**config.mk**
```make
export PLATFORM = sky130hd
export DESIGN_NAME = tone_code_run_length_char_deframer
export DESIGN_NICKNAME = d
export VERILOG_FILES = /design/src/sv/tcd_pkg.sv /design/src/sv/tcd_char_mem.sv /design/src/sv/tone_code_run_length_char_deframer.sv
export SDC_FILE = /design/constraint.sdc
export NUM_CORES = 1
export LEC_CHECK = 0
export BUFFER_PORTS_ARGS = -buffer_cell sky130_fd_sc_hd__buf_2
export CAP_MARGIN = 15
export CORE_MARGIN = 4
export CORE_UTILIZATION = 48
export DETAILED_ROUTE_END_ITERATION = 8
export HOLD_SLACK_MARGIN = 0.12
export PLACE_DENSITY = 0.64
export SETUP_SLACK_MARGIN = 0.5
export SYNTH_ARGS = -nofsm -noshare
export SYNTH_HDL_FRONTEND = slang
export SYNTH_SLANG_ARGS = --single-unit
```
**constraint.sdc**
```tcl
create_clock -name clk_i -period 8.71 [get_ports clk_i]
set_input_delay 1.742 -clock clk_i [delete_from_list [all_inputs] [get_ports clk_i]]
set_output_delay 1.742 -clock clk_i [all_outputs]
set_load 0.02 [all_outputs]
```
**src/sv/tcd_pkg.sv**
```systemverilog
`default_nettype none
package tcd_pkg;

  localparam int unsigned CHAR_W = 7;

  localparam logic [3:0] EOP_CODE = 4'd8;
  localparam logic [3:0] ONE_BASE = 4'd10;

  localparam logic [15:0] TIMEOUT_RESET = 16'd1000;

  localparam logic [1:0] ST_CHAR   = 2'd0;
  localparam logic [1:0] ST_EMPTY  = 2'd1;
  localparam logic [1:0] ST_REJECT = 2'd2;

  localparam logic ADDR_TIMEOUT = 1'b0;

  typedef struct packed {
    logic        tone_present;
    logic [3:0]  tone_code;
    logic [31:0] time_ms;
  } tcd_in_t;

  typedef struct packed {
    logic [1:0]        status;
    logic [CHAR_W-1:0] character;
    logic              last;
  } tcd_out_t;

  function automatic logic tcd_allowed(input logic [CHAR_W-1:0] c);
    logic ok;
    ok = c inside {[7'd48:7'd57], [7'd65:7'd90], [7'd97:7'd122],
                   7'd123, 7'd125, 7'd91, 7'd93, 7'd40, 7'd41, 7'd58, 7'd59};
    return ok;
  endfunction

endpackage
`default_nettype wire

```
**src/sv/tcd_char_mem.sv**
```systemverilog
`default_nettype none
module tcd_char_mem #(
  parameter int unsigned DEPTH = 63,
  localparam int unsigned AW = (DEPTH > 1) ? $clog2(DEPTH) : 1
) (
  input  wire logic                       clk_i,
  input  wire logic                       we_i,
  input  wire logic [AW-1:0]              waddr_i,
  input  wire logic [tcd_pkg::CHAR_W-1:0] wdata_i,
  input  wire logic [AW-1:0]              raddr_i,
  output logic      [tcd_pkg::CHAR_W-1:0] rdata_o
);
  import tcd_pkg::*;

  logic [CHAR_W-1:0] mem_q [DEPTH];
  logic [CHAR_W-1:0] rdata_q;

  always_ff @(posedge clk_i) begin
    if (we_i) begin
      mem_q[waddr_i] <= wdata_i;
    end
    rdata_q <= mem_q[raddr_i];
  end

  assign rdata_o = rdata_q;

endmodule
`default_nettype wire

```
**src/sv/tone_code_run_length_char_deframer.sv**
```systemverilog
`default_nettype none
// Tone sample beat: accepted when idle; a run code then shifts its bits
// into the character store one bit per cycle, 2^(code mod 10) bits (up to 512).
// Flush: each emitted character goes through store read, output load and handoff,
// and waits out any output stall; markers skip the load. Input is held off meanwhile.
// Reset clears all control state; the store needs no clearing, as only characters
// below the fill count are ever read.
module tone_code_run_length_char_deframer #(
  parameter int unsigned CHAR_CAPACITY = 63
) (
  input  wire logic              clk_i,
  input  wire logic              rst_ni,
  input  wire logic              in_valid_i,
  output logic                   in_ready_o,
  input  wire tcd_pkg::tcd_in_t  in_data_i,
  output logic                   out_valid_o,
  input  wire logic              out_ready_i,
  output tcd_pkg::tcd_out_t      out_data_o,
  input  wire logic              psel,
  input  wire logic              penable,
  input  wire logic              pwrite,
  input  wire logic [2:0]        paddr,
  input  wire logic [31:0]       pwdata,
  output logic      [31:0]       prdata,
  output logic                   pready
);
  import tcd_pkg::*;

  localparam int unsigned CW = $clog2(CHAR_CAPACITY + 1);
  localparam int unsigned AW = (CHAR_CAPACITY > 1) ? $clog2(CHAR_CAPACITY) : 1;

  typedef enum logic [4:0] {
    S_IDLE   = 5'b00001,
    S_APPEND = 5'b00010,
    S_FLUSH  = 5'b00100,
    S_LOAD   = 5'b01000,
    S_WAIT   = 5'b10000
  } state_e;

  state_e            state_q, state_d;
  logic              silence_q, silence_d;
  logic              armed_q, armed_d;
  logic [31:0]       last_time_q, last_time_d;
  logic [15:0]       timeout_q;
  logic [9:0]        run_left_q, run_left_d;
  logic              run_bit_q, run_bit_d;
  logic [CHAR_W-1:0] asm_q, asm_d;
  logic [2:0]        bitpos_q, bitpos_d;
  logic [CW-1:0]     char_cnt_q, char_cnt_d;
  logic              stop_q, stop_d;
  logic              bad_q, bad_d;
  logic [CW-1:0]     emit_idx_q, emit_idx_d;
  logic              out_valid_q, out_valid_d;
  tcd_out_t          out_q, out_d;

  logic              mem_we;
  logic [CHAR_W-1:0] asm_next;
  logic [CHAR_W-1:0] rd_data;
  logic [31:0]       elapsed;
  logic [3:0]        code_mod;
  logic              cfg_wr;

  assign pready = 1'b1;
  assign cfg_wr = psel && penable && pwrite && (paddr[2] == ADDR_TIMEOUT);
  assign prdata = (paddr[2] == ADDR_TIMEOUT) ? {16'd0, timeout_q} : 32'd0;

  assign in_ready_o  = (state_q == S_IDLE);
  assign out_valid_o = out_valid_q;
  assign out_data_o  = out_q;

  assign asm_next = {asm_q[CHAR_W-2:0], run_bit_q};
  assign elapsed  = in_data_i.time_ms - last_time_q;
  assign code_mod = (in_data_i.tone_code >= ONE_BASE) ? (in_data_i.tone_code - ONE_BASE)
                                                      : in_data_i.tone_code;

  tcd_char_mem #(
    .DEPTH (CHAR_CAPACITY)
  ) u_mem (
    .clk_i   (clk_i),
    .we_i    (mem_we),
    .waddr_i (char_cnt_q[AW-1:0]),
    .wdata_i (asm_next),
    .raddr_i (emit_idx_q[AW-1:0]),
    .rdata_o (rd_data)
  );

  always_comb begin
    state_d     = state_q;
    silence_d   = silence_q;
    armed_d     = armed_q;
    last_time_d = last_time_q;
    run_left_d  = run_left_q;
    run_bit_d   = run_bit_q;
    asm_d       = asm_q;
    bitpos_d    = bitpos_q;
    char_cnt_d  = char_cnt_q;
    stop_d      = stop_q;
    bad_d       = bad_q;
    emit_idx_d  = emit_idx_q;
    out_valid_d = out_valid_q;
    out_d       = out_q;
    mem_we      = 1'b0;
    case (state_q)
      S_IDLE: begin
        if (in_valid_i) begin
          if (!in_data_i.tone_present) begin
            silence_d = 1'b1;
            if (armed_q && (elapsed >= {16'd0, timeout_q})) begin
              armed_d = 1'b0;
              state_d = S_FLUSH;
            end
          end else if (silence_q) begin
            silence_d = 1'b0;
            if (in_data_i.tone_code == EOP_CODE) begin
              armed_d = 1'b0;
              state_d = S_FLUSH;
            end else begin
              armed_d     = 1'b1;
              last_time_d = in_data_i.time_ms;
              run_left_d  = 10'd1 << code_mod;
              run_bit_d   = (in_data_i.tone_code >= ONE_BASE);
              state_d     = S_APPEND;
            end
          end
        end
      end
      S_APPEND: begin
        asm_d      = asm_next;
        run_left_d = run_left_q - 10'd1;
        if (run_left_q == 10'd1) begin
          state_d = S_IDLE;
        end
        if (bitpos_q == 3'(CHAR_W - 1)) begin
          mem_we     = 1'b1;
          bitpos_d   = 3'd0;
          char_cnt_d = char_cnt_q + 1'b1;
          if (!stop_q) begin
            if (asm_next == '0) begin
              stop_d = 1'b1;
            end else if (!tcd_allowed(asm_next)) begin
              bad_d = 1'b1;
            end
          end
          if (char_cnt_q == CW'(CHAR_CAPACITY - 1)) begin
            state_d = S_FLUSH;
          end
        end else begin
          bitpos_d = bitpos_q + 3'd1;
        end
      end
      S_FLUSH: begin
        if (bad_q) begin
          out_d       = '{status: ST_REJECT, character: '0, last: 1'b1};
          out_valid_d = 1'b1;
          state_d     = S_WAIT;
        end else if (char_cnt_q == '0) begin
          out_d       = '{status: ST_EMPTY, character: '0, last: 1'b1};
          out_valid_d = 1'b1;
          state_d     = S_WAIT;
        end else begin
          state_d = S_LOAD;
        end
      end
      S_LOAD: begin
        out_d       = '{status: ST_CHAR, character: rd_data,
                        last: (CW'(emit_idx_q + 1'b1) == char_cnt_q)};
        out_valid_d = 1'b1;
        state_d     = S_WAIT;
      end
      S_WAIT: begin
        if (out_ready_i) begin
          out_valid_d = 1'b0;
          if (out_q.last) begin
            char_cnt_d = '0;
            bitpos_d   = 3'd0;
            stop_d     = 1'b0;
            bad_d      = 1'b0;
            emit_idx_d = '0;
            state_d    = S_IDLE;
          end else begin
            emit_idx_d = emit_idx_q + 1'b1;
            state_d    = S_FLUSH;
          end
        end
      end
      default: begin
        state_d = S_IDLE;
      end
    endcase
  end

  always_ff @(posedge clk_i or negedge rst_ni) begin
    if (!rst_ni) begin
      state_q     <= S_IDLE;
      silence_q   <= 1'b0;
      armed_q     <= 1'b0;
      last_time_q <= '0;
      timeout_q   <= TIMEOUT_RESET;
      run_left_q  <= '0;
      bitpos_q    <= '0;
      char_cnt_q  <= '0;
      stop_q      <= 1'b0;
      bad_q       <= 1'b0;
      emit_idx_q  <= '0;
      out_valid_q <= 1'b0;
    end else begin
      state_q     <= state_d;
      silence_q   <= silence_d;
      armed_q     <= armed_d;
      last_time_q <= last_time_d;
      run_left_q  <= run_left_d;
      bitpos_q    <= bitpos_d;
      char_cnt_q  <= char_cnt_d;
      stop_q      <= stop_d;
      bad_q       <= bad_d;
      emit_idx_q  <= emit_idx_d;
      out_valid_q <= out_valid_d;
      if (cfg_wr) begin
        timeout_q <= pwdata[15:0];
      end
    end
  end

  always_ff @(posedge clk_i) begin
    run_bit_q <= run_bit_d;
    asm_q     <= asm_d;
    out_q     <= out_d;
  end

  a_out_only_in_wait: assert property (@(posedge clk_i) disable iff (!rst_ni)
    out_valid_o |-> (state_q == S_WAIT))
    else $error("result beat outside handoff state");

  a_no_input_during_output: assert property (@(posedge clk_i) disable iff (!rst_ni)
    in_ready_o |-> !out_valid_o)
    else $error("input taken while result pending");

  a_fill_in_range: assert property (@(posedge clk_i) disable iff (!rst_ni)
    char_cnt_q <= CW'(CHAR_CAPACITY))
    else $error("character count beyond capacity");

  a_marker_is_last: assert property (@(posedge clk_i) disable iff (!rst_ni)
    (out_valid_o && (out_data_o.status != ST_CHAR)) |-> out_data_o.last)
    else $error("marker beat without last");

  a_run_nonzero: assert property (@(posedge clk_i) disable iff (!rst_ni)
    (state_q == S_APPEND) |-> (run_left_q != 10'd0))
    else $error("append with empty run");

  a_bit_emit_stable: assert property (@(posedge clk_i) disable iff (!rst_ni)
    (out_valid_o && !out_ready_i) |=> ($stable(emit_idx_q) && out_valid_o))
    else $error("emit index moved while stalled");

endmodule
`default_nettype wire

```
== Yosys cells after proc, flatten, opt, wreduce, memory -nomap -nowiden ==
Memories as Yosys holds them, arrays and structs flattened. A register that Yosys moved wholly into a read port is not among the register bits.
Index checks and enable logic that the tools add are counted.
Operators by class
  bitwise gates (word level): 2
  div/mod/pow operators: 0
  order comparisons: 8
  reductions and logical operators: 26
  $mul: 0
  equality and inequality tests: 32
  muxes and demuxes: 56
  shifts and indexed selects: 1
  add/sub/neg operators: 6
Operators with widths (count)
  $mux 10: 6
  $mux 5: 10
  $pmux 10 s2: 2
  $ge 32x16->1: 1
  $sub 32x32->32: 1
  $eq 7x6->1 const B: 4
  $eq 7x7->1 const B: 4
  $pmux 5 s5: 1
  $mux 6: 4
  $mux 1: 21
  $mux 16: 1
  $ne 2x2->1 const B: 8
  $mux 3: 5
  $ge 7x7->1 const B: 2
  $le 7x7->1 const B: 2
  $add 6x1->6 const B: 2
  $pmux 6 s2: 1
  $reduce_and 4->1: 3
  $reduce_bool 11->1: 1
  $eq 10x1->1 const B: 1
  $reduce_and 5->1: 2
  $shl 1x4->10 const A: 1
  $sub 10x1->10 const B: 1
  $reduce_bool 2->1: 4
  30 further kinds: 43
Word-level totals
  memories kept: 1
  word-level logic and storage cells: 149
  bits of input ports: 79
  memory bits (writable): 441
  bits in latches: 0
  memory bits (read-only): 0
  bits in registers: 100
Memory list
  u_mem.mem_q: words 63, width 7, read ports 1, clocked after Yosys merged registers in 1, wr ports 1, line tcd_char_mem.sv:15  | logic [CHAR_W-1:0] mem_q [DEPTH];

== Depth between registers and ports, before layout ==
Gate-level depths: netlist of run 1.
  depth in word-level cells: 8
  gate-level depth with buffers: 20
  gate-level depth less buffers: 20

== Cells and area by module ==
A second synthesis of run 1 with hierarchy kept.
Second synthesis, totals
  cells, all modules: 1732
  area, all modules: 24906.4 sq um
Modules (own cells, without submodules)
  tcd_char_mem: times used 1, cells each 852, area an instance 17429.2 sq um
  tone_code_run_length_char_deframer: times used 1, cells each 880, area an instance 7477.2 sq um

== Worst setup path before layout of run 1 ==
No wires, ideal clock.
  kind: input to register
  start: input in_data_i[4] (netlist name)
  end: register state_q[2]
  stages: 19
  arrival time: 5439 ps
  buffers on the path: 0
  setup slack: 3152 ps
  required time: 8591 ps
  cell sequence: ha_1 and2_4 a221oi_4 nand2_1 a21o_1 a21o_1 a21oi_1 o21bai_1 xor2_1 ha_1 a21oi_1 nor2_1 a211oi_1 o211ai_1 a2111o_1 a2111oi_2 nand4_1 or4_4 o21a_1
On the way
  word-level cells in the longest chain between the ends: 5
RTL lines
  start, declared: line tone_code_run_length_char_deframer.sv:15  | input wire tcd_pkg::tcd_in_t in_data_i,
  $sub 32x32->32: line tone_code_run_length_char_deframer.sv:72  | assign elapsed = in_data_i.time_ms - last_time_q;
  $ge 32x16->1: line tone_code_run_length_char_deframer.sv:108  | if (armed_q && (elapsed >= {16'd0, timeout_q})) begin
  $logic_and 1x1->1: line tone_code_run_length_char_deframer.sv:108
  $ne 3x1->1 (no source line)
  $reduce_and 4->1 (no source line)
  end signal, assigned: line tone_code_run_length_char_deframer.sv:207  | state_q <= state_d;
  end, declared: line tone_code_run_length_char_deframer.sv:40  | state_e state_q, state_d;
No other way between the ends.
A chain may end at the register's enable or synchronous reset.

== Worst setup path in the final report of run 1 ==
Ends and elaborated chain as after synthesis.

==> results of run 1 <==
[worst min path at each step]
stage	startpoint	end	slack [ns]
6_report	last_time_q[0]$_DFFE_PN0P_	last_time_q[0]$_DFFE_PN0P_	0.50
5_1_grt	timeout_q[10]$_DFFE_PN0P_	timeout_q[10]$_DFFE_PN0P_	0.53
4_1_cts	last_time_q[0]$_DFFE_PN0P_	last_time_q[0]$_DFFE_PN0P_	0.51
3_5_place_dp	last_time_q[0]$_DFFE_PN0P_	last_time_q[0]$_DFFE_PN0P_	0.49
3_3_place_gp	last_time_q[0]$_DFFE_PN0P_	last_time_q[0]$_DFFE_PN0P_	0.47
2_1_floorplan	last_time_q[0]$_DFFE_PN0P_	last_time_q[0]$_DFFE_PN0P_	0.45
[power groups by stage]
stage                     logic, mW  clock network [mW]  registers [mW]
after floorplan                1.85                   0            3.27
after global placement         2.32                   0            3.34
after detailed placement       2.37                   0            3.35
after CTS                      2.38                2.34            3.30
after global routing           2.64                2.45            3.33
final                          2.37                2.29            3.30
[Yosys cell counts, drive strengths merged, types with 4 or more instances]
master | number | area (um2)
o211ai | 11 | 82.58
a31oi | 10 | 62.56
a21oi | 102 | 533.0
o21bai | 5 | 37.54
xor2 | 13 | 113.9
or3 | 10 | 67.56
nand3 | 28 | 140.1
ha | 54 | 675.7
mux2i | 72 | 720.7
edfxtp | 458 | 13750
o21ai | 99 | 499.2
nand2 | 131 | 491.7
dfxtp | 7 | 140.1
o21a | 7 | 52.55
inv | 64 | 240.2
nor3 | 17 | 85.08
clkbuf | 59 | 221.5
and3 | 5 | 31.28
o22ai | 25 | 156.4
nor2 | 132 | 495.5
buf | 43 | 251.5
or2 | 8 | 50.05
or4 | 4 | 33.78
mux4 | 77 | 1734
nor2b | 9 | 56.30
o221ai | 24 | 210.2
a211oi | 5 | 37.54
dfstp | 7 | 183.9
nand4 | 13 | 81.33
mux2 | 39 | 439.2
o31ai | 5 | 37.54
nand2b | 9 | 56.30
dfrtp | 76 | 1902
xnor2 | 15 | 131.4
and2 | 11 | 71.32
or3b | 4 | 35.03
nand3b | 6 | 45.04
a21o | 17 | 127.6
[layout make-up]
cell class	instances	area, um2
sequential	548	15990
tap	672	840.8
clock inverter	34	327.8
timing repair buffer	103	568.0
clock buffer	66	1418
fill	4136	23050
inverter	65	244.0
antenna	1	2.502
multi-input combinational	1033	7943
[flip-flops by register name, indices dropped and copies added (netlist names), 3 cells and up]
| signal | flops |
|---|---|
| u_mem.rdata_o | 7 |
| out_data_o | 10 |
| emit_idx_q | 6 |
| u_mem.mem_q | 441 |
| state_q | 5 |
| asm_q | 6 |
| bitpos_q | 3 |
| char_cnt_q | 6 |
| last_time_q | 32 |
| run_left_q | 10 |
| timeout_q | 16 |
[cell families after synthesis]
kind of cell               count (synthesis)  synth area share (%)
other                                      2               0.03055
muxes                                    188                 11.77
DFF                                      548                 65.01
AOI/OAI and AO/OA                        346                 8.964
buffers and inverters                    167                 2.917
adders and majority gates                 55                 2.830
xor gates and xnor gates                  28                0.9977
and+or+nand+nor                          399                 7.478
[metal layers]
| metal | share of wire [%] | wire length [um] |
|---|---|---|
| met1 | 42 | 22810 |
| met2 | 49 | 26370 |
| met3 | 6.4 | 3467 |
| met4 | 2.9 | 1548 |
| met5 | 0.018 | 10 |
[stage by stage]
step	hold slack (ns)	cell area [um2]	std cells	total power [mW]
3_3_place_gp	0.4728	25580	2421	5.666
3_5_place_dp	0.4921	25580	2421	5.717
4_1_cts	0.5060	27330	2521	8.016
2_1_floorplan	0.4538	24640	1748	5.122
6_report	0.4981	27330	2522	7.958
5_1_grt	0.5263	27330	2522	8.412
[tightest hold or removal path, cell delays in order, from the launching register on]
cell and delay [ns]:
dfrtp_1 0.35, nand2_1 0.05, o21ai_0 0.06
==> impl_metrics.toml, run 1 <==
[pwr]
p_leak_nw = 9.356
p_comb_share_pct = 29.8
switching_share_pct = 31.95
internal-power_mw = 5.415
p_switching_mw = 2.543
p_per_area_mw_per_mm2 = 291.2
peakVddDrop_mv = 0.1726
power.clock.fraction_pct = 28.8
power_frac_seq_pct = 41.4

[floorplanning]
dieArea_mm2 = 0.05489
start_util_pct = 48.79
num_io_pins = 124
die_w_um = 234.3
rows = 82
die_h_um = 234.3
coreArea_mm2 = 0.05038

[yosys]
synth_warnings = 0
yosys_register_bits = 548
yosysSeqAreaShare_pct = 65.01
synth_flop_cell = "edfxtp_1"
synth_cell_types = 82
synthArstFlopShare_pct = 15.15
syn_inst = 1733
postSynthAreaPerCell_um2 = 14.18
syn_area_mm2 = 0.02458
synth-edff-count = 458

[detailed_routing]
wire_per_inst_um = 21.49
drcViolationCount = 0
ant_nets = 0
wl_mm = 54.21
vias_per_cell = 5.745
drt_iter0_drc = 1309
dr_total_vias = 14490
drt-pass1-iter-count = 5

[run]
drv_cap = 0

[place]
gp_congestion = 0.8442
hpwl_mm = 34.27
portBuffers = 88
pre_cts_ws_ns = 2.617

[worst_setup_path]
cp-startpoint = "in_data_i[4]"
cp.depth = 20
endpoint = "state_q[2]$_DFFE_PN0P_"
cp_slowest_stage_delay_ns = 0.54
worst-path-buf-inv = 1
crit_family = "compound AO/OA/AOI/OAI gates"
rr_endpoint = "state_q[2]$_DFFE_PN0P_"
crit_type = "in -> reg"
rr_startpoint = "last_time_q[1]$_DFFE_PN0P_"
ff2ff_setup_slack_ns = 4.08
crit_chain = "buf_2 -> ha_1 -> and2_4 -> a221oi_4 -> nand2_1 -> a21o_1 -> a21o_1 -> a21oi_1 -> o21bai_1 -> xor2_1 -> ha_1 -> a21oi_1 -> nor2_1 -> a211oi_1 -> o211ai_1 -> a2111o_1 -> a2111oi_2 -> nand4_1 -> or4_4 -> o21a_1"
required_ns = 9.19
arrival_ns = 6.00
startpoint_type = "input pin"
cp_max_fo = 4
rr_worst_depth = 20
cp-end-kind = "flop"
slowest_stage = "or4_4"

[timing]
layout_setup_ws_ns = 3.192
final-max-slew-violation-count = 0
tns_ns = 0
worst_slew_pin_slew_ns = 1.054
period_minus_slack_ns = 5.518
finalClockSkew_ns = 0.03702
max-slew-margin-rel_pct = 29.55
final-hold-violation-count = 0
setup_viol = 0
rsz0062_at_grt = "false"
max_freq_ghz = 0.1812
fin_crit_sh_pct = 63.35

[grt]
grt_max_degree = 113
met1_usage_pct = 26.95
antenna_found_initial = 2
grt_pass1_vias = 14190
grt_usage_pct = 19.78
use_met3_pct = 3.729
busiest_layer = "met2"
use_met2_pct = 32.73
grt_pass1_wl_mm = 83.12
overflow = 0

[hold_path]
holdCritPathClass = "reg -> reg"
whs_path_depth = 2

[finish]
final_common_cell = "edfxtp_1"
nets = 1939
final_cell_mix = "edfxtp_1, nor2_1, nand2_1"
fin_util_pct = 54.25
syn_to_final_growth_pct = 11.18
layout-drive-gt1-share_pct = 18.01

[clocking]
cts_tree = "done"
clock_path_buffers = 3
clk_pin_slew_worst_paths_ns = 0.06
clkSinkCount = 548
numCtsBuffers = 54
cts-root-buf = "clkbuf_16"
post_cts_buffers = 0
clock_latency_ns = 0.63
cts_resized = 0
htree_num_levels = 2
cts_hold_buf = 0

[status]
status = "completed"
Power figures use the tool's default switching activity.
==> inputs of run 2 (changes only) <==
==> constraint.sdc (replaced) <==
create_clock -name clk_i -period 5.15 [get_ports clk_i]
set_input_delay 1.03 -clock clk_i [delete_from_list [all_inputs] [get_ports clk_i]]
set_output_delay 1.03 -clock clk_i [all_outputs]
set_load 0.02 [all_outputs]
==> impl_metrics.toml, run 2 (synthesis gave the netlist of run 1 again) <==
[status]
status = "completed"

[clocking]
cts-root-buf = "clkbuf_16"
htree_num_levels = 2
clk_pin_slew_worst_paths_ns = 0.06
cts_hold_buf = 0
post_cts_buffers = 0
clock_path_buffers = 3
numCtsBuffers = 55
clkSinkCount = 548
clock_latency_ns = 0.62
cts_tree = "done"

[run]
drv_cap = 0

[floorplanning]
die_w_um = 234.3
die_h_um = 234.3
rows = 82
coreArea_mm2 = 0.05038
num_io_pins = 124
start_util_pct = 48.79
dieArea_mm2 = 0.05489

[pwr]
p_per_area_mw_per_mm2 = 491.8
switching_share_pct = 32.10
peakVddDrop_mv = 0.3800
p_leak_nw = 9.384
p_switching_mw = 4.328
p_total_mw = 13.48
power_frac_seq_pct = 41.3
power.clock.fraction_pct = 28.1
p_comb_share_pct = 30.6
internal-power_mw = 9.153

[detailed_routing]
wire_per_inst_um = 21.58
vias_per_cell = 5.730
drt_iter0_drc = 1081
dr_total_vias = 14500
ant_nets = 0
wl_mm = 54.62
drt-pass1-iter-count = 5
drcViolationCount = 0

[finish]
fin_util_pct = 54.41
largest-register = "u_mem.mem_q"
num-fill-cells = 4065
n_antenna_cell = 0
top_regs = "u_mem.mem_q: 441 flops, last_time_q: 32 flops, timeout_q: 16 flops"
syn_to_final_growth_pct = 11.52
ff_latch_area_mm2 = 0.01599
layout-drive-gt1-share_pct = 18.56
final_cell_mix = "edfxtp_1, nor2_1, nand2_1"
nets = 1950
largest_reg_flops = 441
fin_area_mm2 = 0.02741
multi_input_area_mm2 = 0.008000
final_common_cell = "edfxtp_1"

[timing]
tns_ns = 0
max-slew-margin-rel_pct = 29.95
rsz0062_at_grt = "false"
finalClockSkew_ns = 0.03372
fin_crit_sh_pct = 86.04
period_minus_slack_ns = 4.431
setup_viol = 0
max_freq_ghz = 0.2257
final-max-slew-violation-count = 0
worst_slew_pin_slew_ns = 1.048
final-hold-violation-count = 0

[grt]
grt_usage_pct = 20.10
antenna_found_initial = 2
grt_max_degree = 68
overflow = 0
grt_pass1_wl_mm = 84.53
grt_pass1_vias = 14450

[place]
gp_congestion = 0.8772
portBuffers = 88
hpwl_mm = 36.05
dpl_cell_area_mm2 = 0.02567

[hold_path]
holdCritPathClass = "reg -> reg"

[worst_setup_path]
required_ns = 5.63
cp_max_fo = 4
crit_type = "in -> reg"
startpoint_type = "input pin"
cp-end-kind = "flop"
arrival_ns = 4.92
-- run 2: cell count changes in the layout (fill, tap and decap cells not counted), sizes merged --
cell	change
clkinvlp	-2
clkinv	-3
clkbuf	+7
diode	-1
buf	+10
bufinv	-2
-- run 2: final timing paths --
check                                            from  slack, ns  cells past startpoint                     endpoint
min in group asynchronous                      rst_ni       0.52                      1  last_time_q[11]$_DFFE_PN0P_
max                                      in_data_i[3]       0.72                     20       state_q[2]$_DFFE_PN0P_
max in group asynchronous                      rst_ni       3.72                      2       state_q[0]$_DFFE_PN1P_
min reg2reg                last_time_q[0]$_DFFE_PN0P_       0.49                      2   last_time_q[0]$_DFFE_PN0P_
max reg2reg                last_time_q[3]$_DFFE_PN0P_       0.87                     20       state_q[2]$_DFFE_PN0P_
min                        last_time_q[0]$_DFFE_PN0P_       0.49                      2   last_time_q[0]$_DFFE_PN0P_
-- run 2: per-stage QoR --
stage	worst slack [ns]	instances	hold slack, ns
floorplan	0.5374	1748	0.4538
global placement	0.1021	2431	0.4719
CTS	0.6735	2531	0.4986
finish	0.7188	2531	0.4911
global route	0.5035	2531	0.5238
detailed placement	0.03289	2431	0.4822
-- run 2: timing repair --
item / in CTS / in global routing
hold endpoints to repair: 0 / 0
resized for setup: 0 / 6
setup endpoints to repair: 0 / 3
-- run 2: cell type report --
| type | count | area share (%) |
|---|---|---|
| flip-flops and latches | 548 | 58.32 |
| multi-input cells | 1033 | 29.19 |
| clock buffers | 73 | 5.340 |
| well taps | 672 | 3.067 |
| repair buffers | 113 | 2.301 |
| clock inverters | 27 | 0.8992 |
| inverters | 65 | 0.8901 |
-- run 2: power by group through the flow --
stage               clock, mW  combinational, mW  sequential [mW]
global placement            0               4.02             5.64
detailed placement          0               4.09             5.65
finish                   3.79               4.13             5.56
floorplan                   0               3.15             5.53
global route             4.07               4.58             5.62
CTS                      3.87               4.12             5.57
-- run 2: layer usage --
layer | vias up | global-route usage (%) | part of all wire (%)
met5 | - | 0 | 0.020
met4 | 2 | 6.608 | 2.8
met3 | 106 | 4.021 | 5.7
met2 | 366 | 32.77 | 48
met1 | 7254 | 27.41 | 43
li1 | 6775 | - | -
-- run 2: worst max-delay path: stages --
cell and delay [ns]:
buf_2 0.12, ha_4 0.25, and2_4 0.17, a221oi_4 0.24, nand2_1 0.12, a21o_1 0.19, a21o_1 0.20, a21oi_1 0.15
o21bai_1 0.08, xor2_1 0.15, ha_1 0.29, a21oi_1 0.15, nor2_1 0.06, a211oi_1 0.18, o211ai_1 0.12, a2111o_1 0.34
a2111oi_4 0.20, nand4_1 0.16, or4_4 0.53, o21a_1 0.18
==> inputs of run 3 (changes only) <==
--- a/config.mk
+++ b/config.mk
@@ -5,6 +5,7 @@
 export SDC_FILE = /design/constraint.sdc
 export NUM_CORES = 1
 export LEC_CHECK = 0
+export ABC_AREA = 1
 export BUFFER_PORTS_ARGS = -buffer_cell sky130_fd_sc_hd__buf_2
 export CAP_MARGIN = 15
 export CORE_MARGIN = 4
==> impl_metrics.toml, run 3 <==
[status]
status = "completed"

[yosys]
syn_area_mm2 = 0.02547
synth-edff-count = 458
syn_inst = 2536
synth_compound_area_share_pct = 11.48
synth_top_family_by_area = "simple AND/OR/NAND/NOR gates"
synthTopCellsByArea = "edfxtp_1, dfrtp_1, nor2_1"
synth.largest_area_cell = "edfxtp_1"
yosys.area_share.adder_pct = 2.731
synth_common_cells = "edfxtp_1, nor2_1, nand2_1"
synth_top_area_share_pct = 53.99
synth_cell_types = 55
synthMuxAreaShare_pct = 0.2358
yosysSeqAreaShare_pct = 62.73
synth_flop_cell = "edfxtp_1"
synth_warnings = 0
yosys_register_bits = 548
synth.most_common_cell = "edfxtp_1"
synthArstFlopShare_pct = 15.15
synth_xor_area_share_pct = 0.8596
synth-simple-area-share_pct = 15.91
postSynthAreaPerCell_um2 = 10.04

[finish]
top_regs = "u_mem.mem_q: 441 flops, last_time_q: 32 flops, timeout_q: 16 flops"
final_common_cell = "edfxtp_1"
layout-drive-gt1-share_pct = 10.05
largest_reg_flops = 441
final_cell_mix = "edfxtp_1, nor2_1, nand2_1"
n_antenna_cell = 0
fin_area_mm2 = 0.02841
nets = 2737
syn_to_final_growth_pct = 11.53
largest-register = "u_mem.mem_q"

[detailed_routing]
wl_mm = 64.31
wire_per_inst_um = 19.28
dr_total_vias = 18410
drt_iter0_drc = 1645
ant_nets = 0
drt-pass1-iter-count = 6
drcViolationCount = 0
vias_per_cell = 5.519

[worst_setup_path]
startpoint_type = "input pin"
arrival_ns = 4.07
path_common_cell = "nand2_1"
cp-end-kind = "flop"
required_ns = 5.69
cp_max_fo = 3
cp_slowest_stage_delay_ns = 0.43
slowest_stage = "fa_1"
crit_type = "in -> reg"

[timing]
final-max-slew-violation-count = 0
period_minus_slack_ns = 3.524
fin_crit_sh_pct = 68.42
rsz0062_at_grt = "false"
max-slew-margin-rel_pct = 36.72
tns_ns = 0
layout_setup_ws_ns = 1.626
worst_slew_pin_slew_ns = 0.9478
setup_viol = 0
worst_hold_slack_ns = 0.4800
finalClockSkew_ns = 0.04220
final-hold-violation-count = 0
max_freq_ghz = 0.2838

[clocking]
clock_path_buffers = 3
clkSinkCount = 548
cts_tree = "done"
numCtsBuffers = 57
clock_latency_ns = 0.64
htree_num_levels = 2
cts-root-buf = "clkbuf_16"
cts_hold_buf = 0
post_cts_buffers = 0
clk_pin_slew_worst_paths_ns = 0.06
cts_resized = 0

[place]
pre_cts_ws_ns = 1.019
portBuffers = 88
dpl_cell_area_mm2 = 0.02650
gp_congestion = 0.9090
hpwl_mm = 41.88

[pwr]
p_per_area_mw_per_mm2 = 526.1
p_leak_nw = 11.19
peakVddDrop_mv = 0.4396

[floorplanning]
num_io_pins = 124
start_util_pct = 48.47
die_h_um = 238.4
coreArea_mm2 = 0.05255
die_w_um = 238.4
dieArea_mm2 = 0.05682
rows = 84

[grt]
grt_pass1_wl_mm = 98.96
grt_max_degree = 101
antenna_found_initial = 0
grt_pass1_vias = 17440
grt_usage_pct = 22.15
overflow = 0

[run]
drv_cap = 0

[hold_path]
holdCritPathClass = "reg -> reg"
## run 3: changes by cell type in the layout (fill, tap and decap cells not counted), moves of 17 or more
cell and delta:
inv_1 +179, mux2_2 -39, o22ai_1 +90, nand3_1 +35
a21o_1 -17, mux4_2 -77, nor2_1 +312, a21oi_1 -18
o21ai_0 +188, nand2_1 +286, mux2i_1 -66, o221ai_1 -21
## run 3: critical path: cells and delay by family
family	cells	cell delay (ns)
AND/OR/NAND/NOR	18	1.49
buffers and inverters	3	0.31
adder cells (fa/ha/maj)	3	0.89
XOR/XNOR	1	0.16
AO/OA/AOI/OAI	1	0.20
## run 3: final timing paths
kind | endpoint | depth (start not counted) | slack, ns | startpoint
setup / recovery | state_q[0]$_DFFE_PN1P_ | 26 | 1.63 | in_data_i[0]
hold / removal | armed_q$_DFFE_PN0P_ | 2 | 0.48 | armed_q$_DFFE_PN0P_
hold reg to reg | armed_q$_DFFE_PN0P_ | 2 | 0.48 | armed_q$_DFFE_PN0P_
max in group asynchronous | char_cnt_q[0]$_DFFE_PN0P_ | 2 | 3.80 | rst_ni
setup reg to reg | state_q[0]$_DFFE_PN1P_ | 25 | 1.83 | last_time_q[2]$_DFFE_PN0P_
min in group asynchronous | last_time_q[28]$_DFFE_PN0P_ | 1 | 0.50 | rst_ni
## run 3: metrics by stage
step           power [mW]  util [%]  cells
2_1_floorplan       9.231         -   2551
6_report            14.95     54.06   3335
3_3_place_gp        10.80     50.43   3229
3_5_place_dp        10.89     50.43   3229
5_1_grt             15.85     54.06   3335
4_1_cts             14.99     53.97   3332
## run 3: routing by layer
metal	up-vias	wire length [um]	GRT usage, %
met4	0	1829	6.526
met2	657	30690	36.63
met3	111	4361	3.352
met1	8844	27430	30.72
li1	8794	-	-
met5	-	0	0
## run 3: where the power goes
part	switching, mW	leakage, nW	internal [mW]
Clock	1.75	0.909	2.34
Combinational	3.70	5.11	1.66
Sequential	0.245	5.16	5.24
Total	5.70	11.2	9.25
## run 3: area by class of cell
| cell class | count | area (um2) |
|---|---|---|
| clock buffers | 69 | 1503 |
| clock inverters | 34 | 361.6 |
| fillers | 4549 | 24140 |
| inverters | 254 | 958.4 |
| multi-input cells | 1623 | 8029 |
| flip-flops and latches | 548 | 15990 |
| well taps | 688 | 860.8 |
| repair buffers | 119 | 711.9 |
## run 3: cells by family after synthesis
family          Yosys count
compound gates          527
xor+xnor                 25
fa+ha+maj                55
buf+inv                 380
flops                   548
mux                       6
other cells               2
simple gates            993
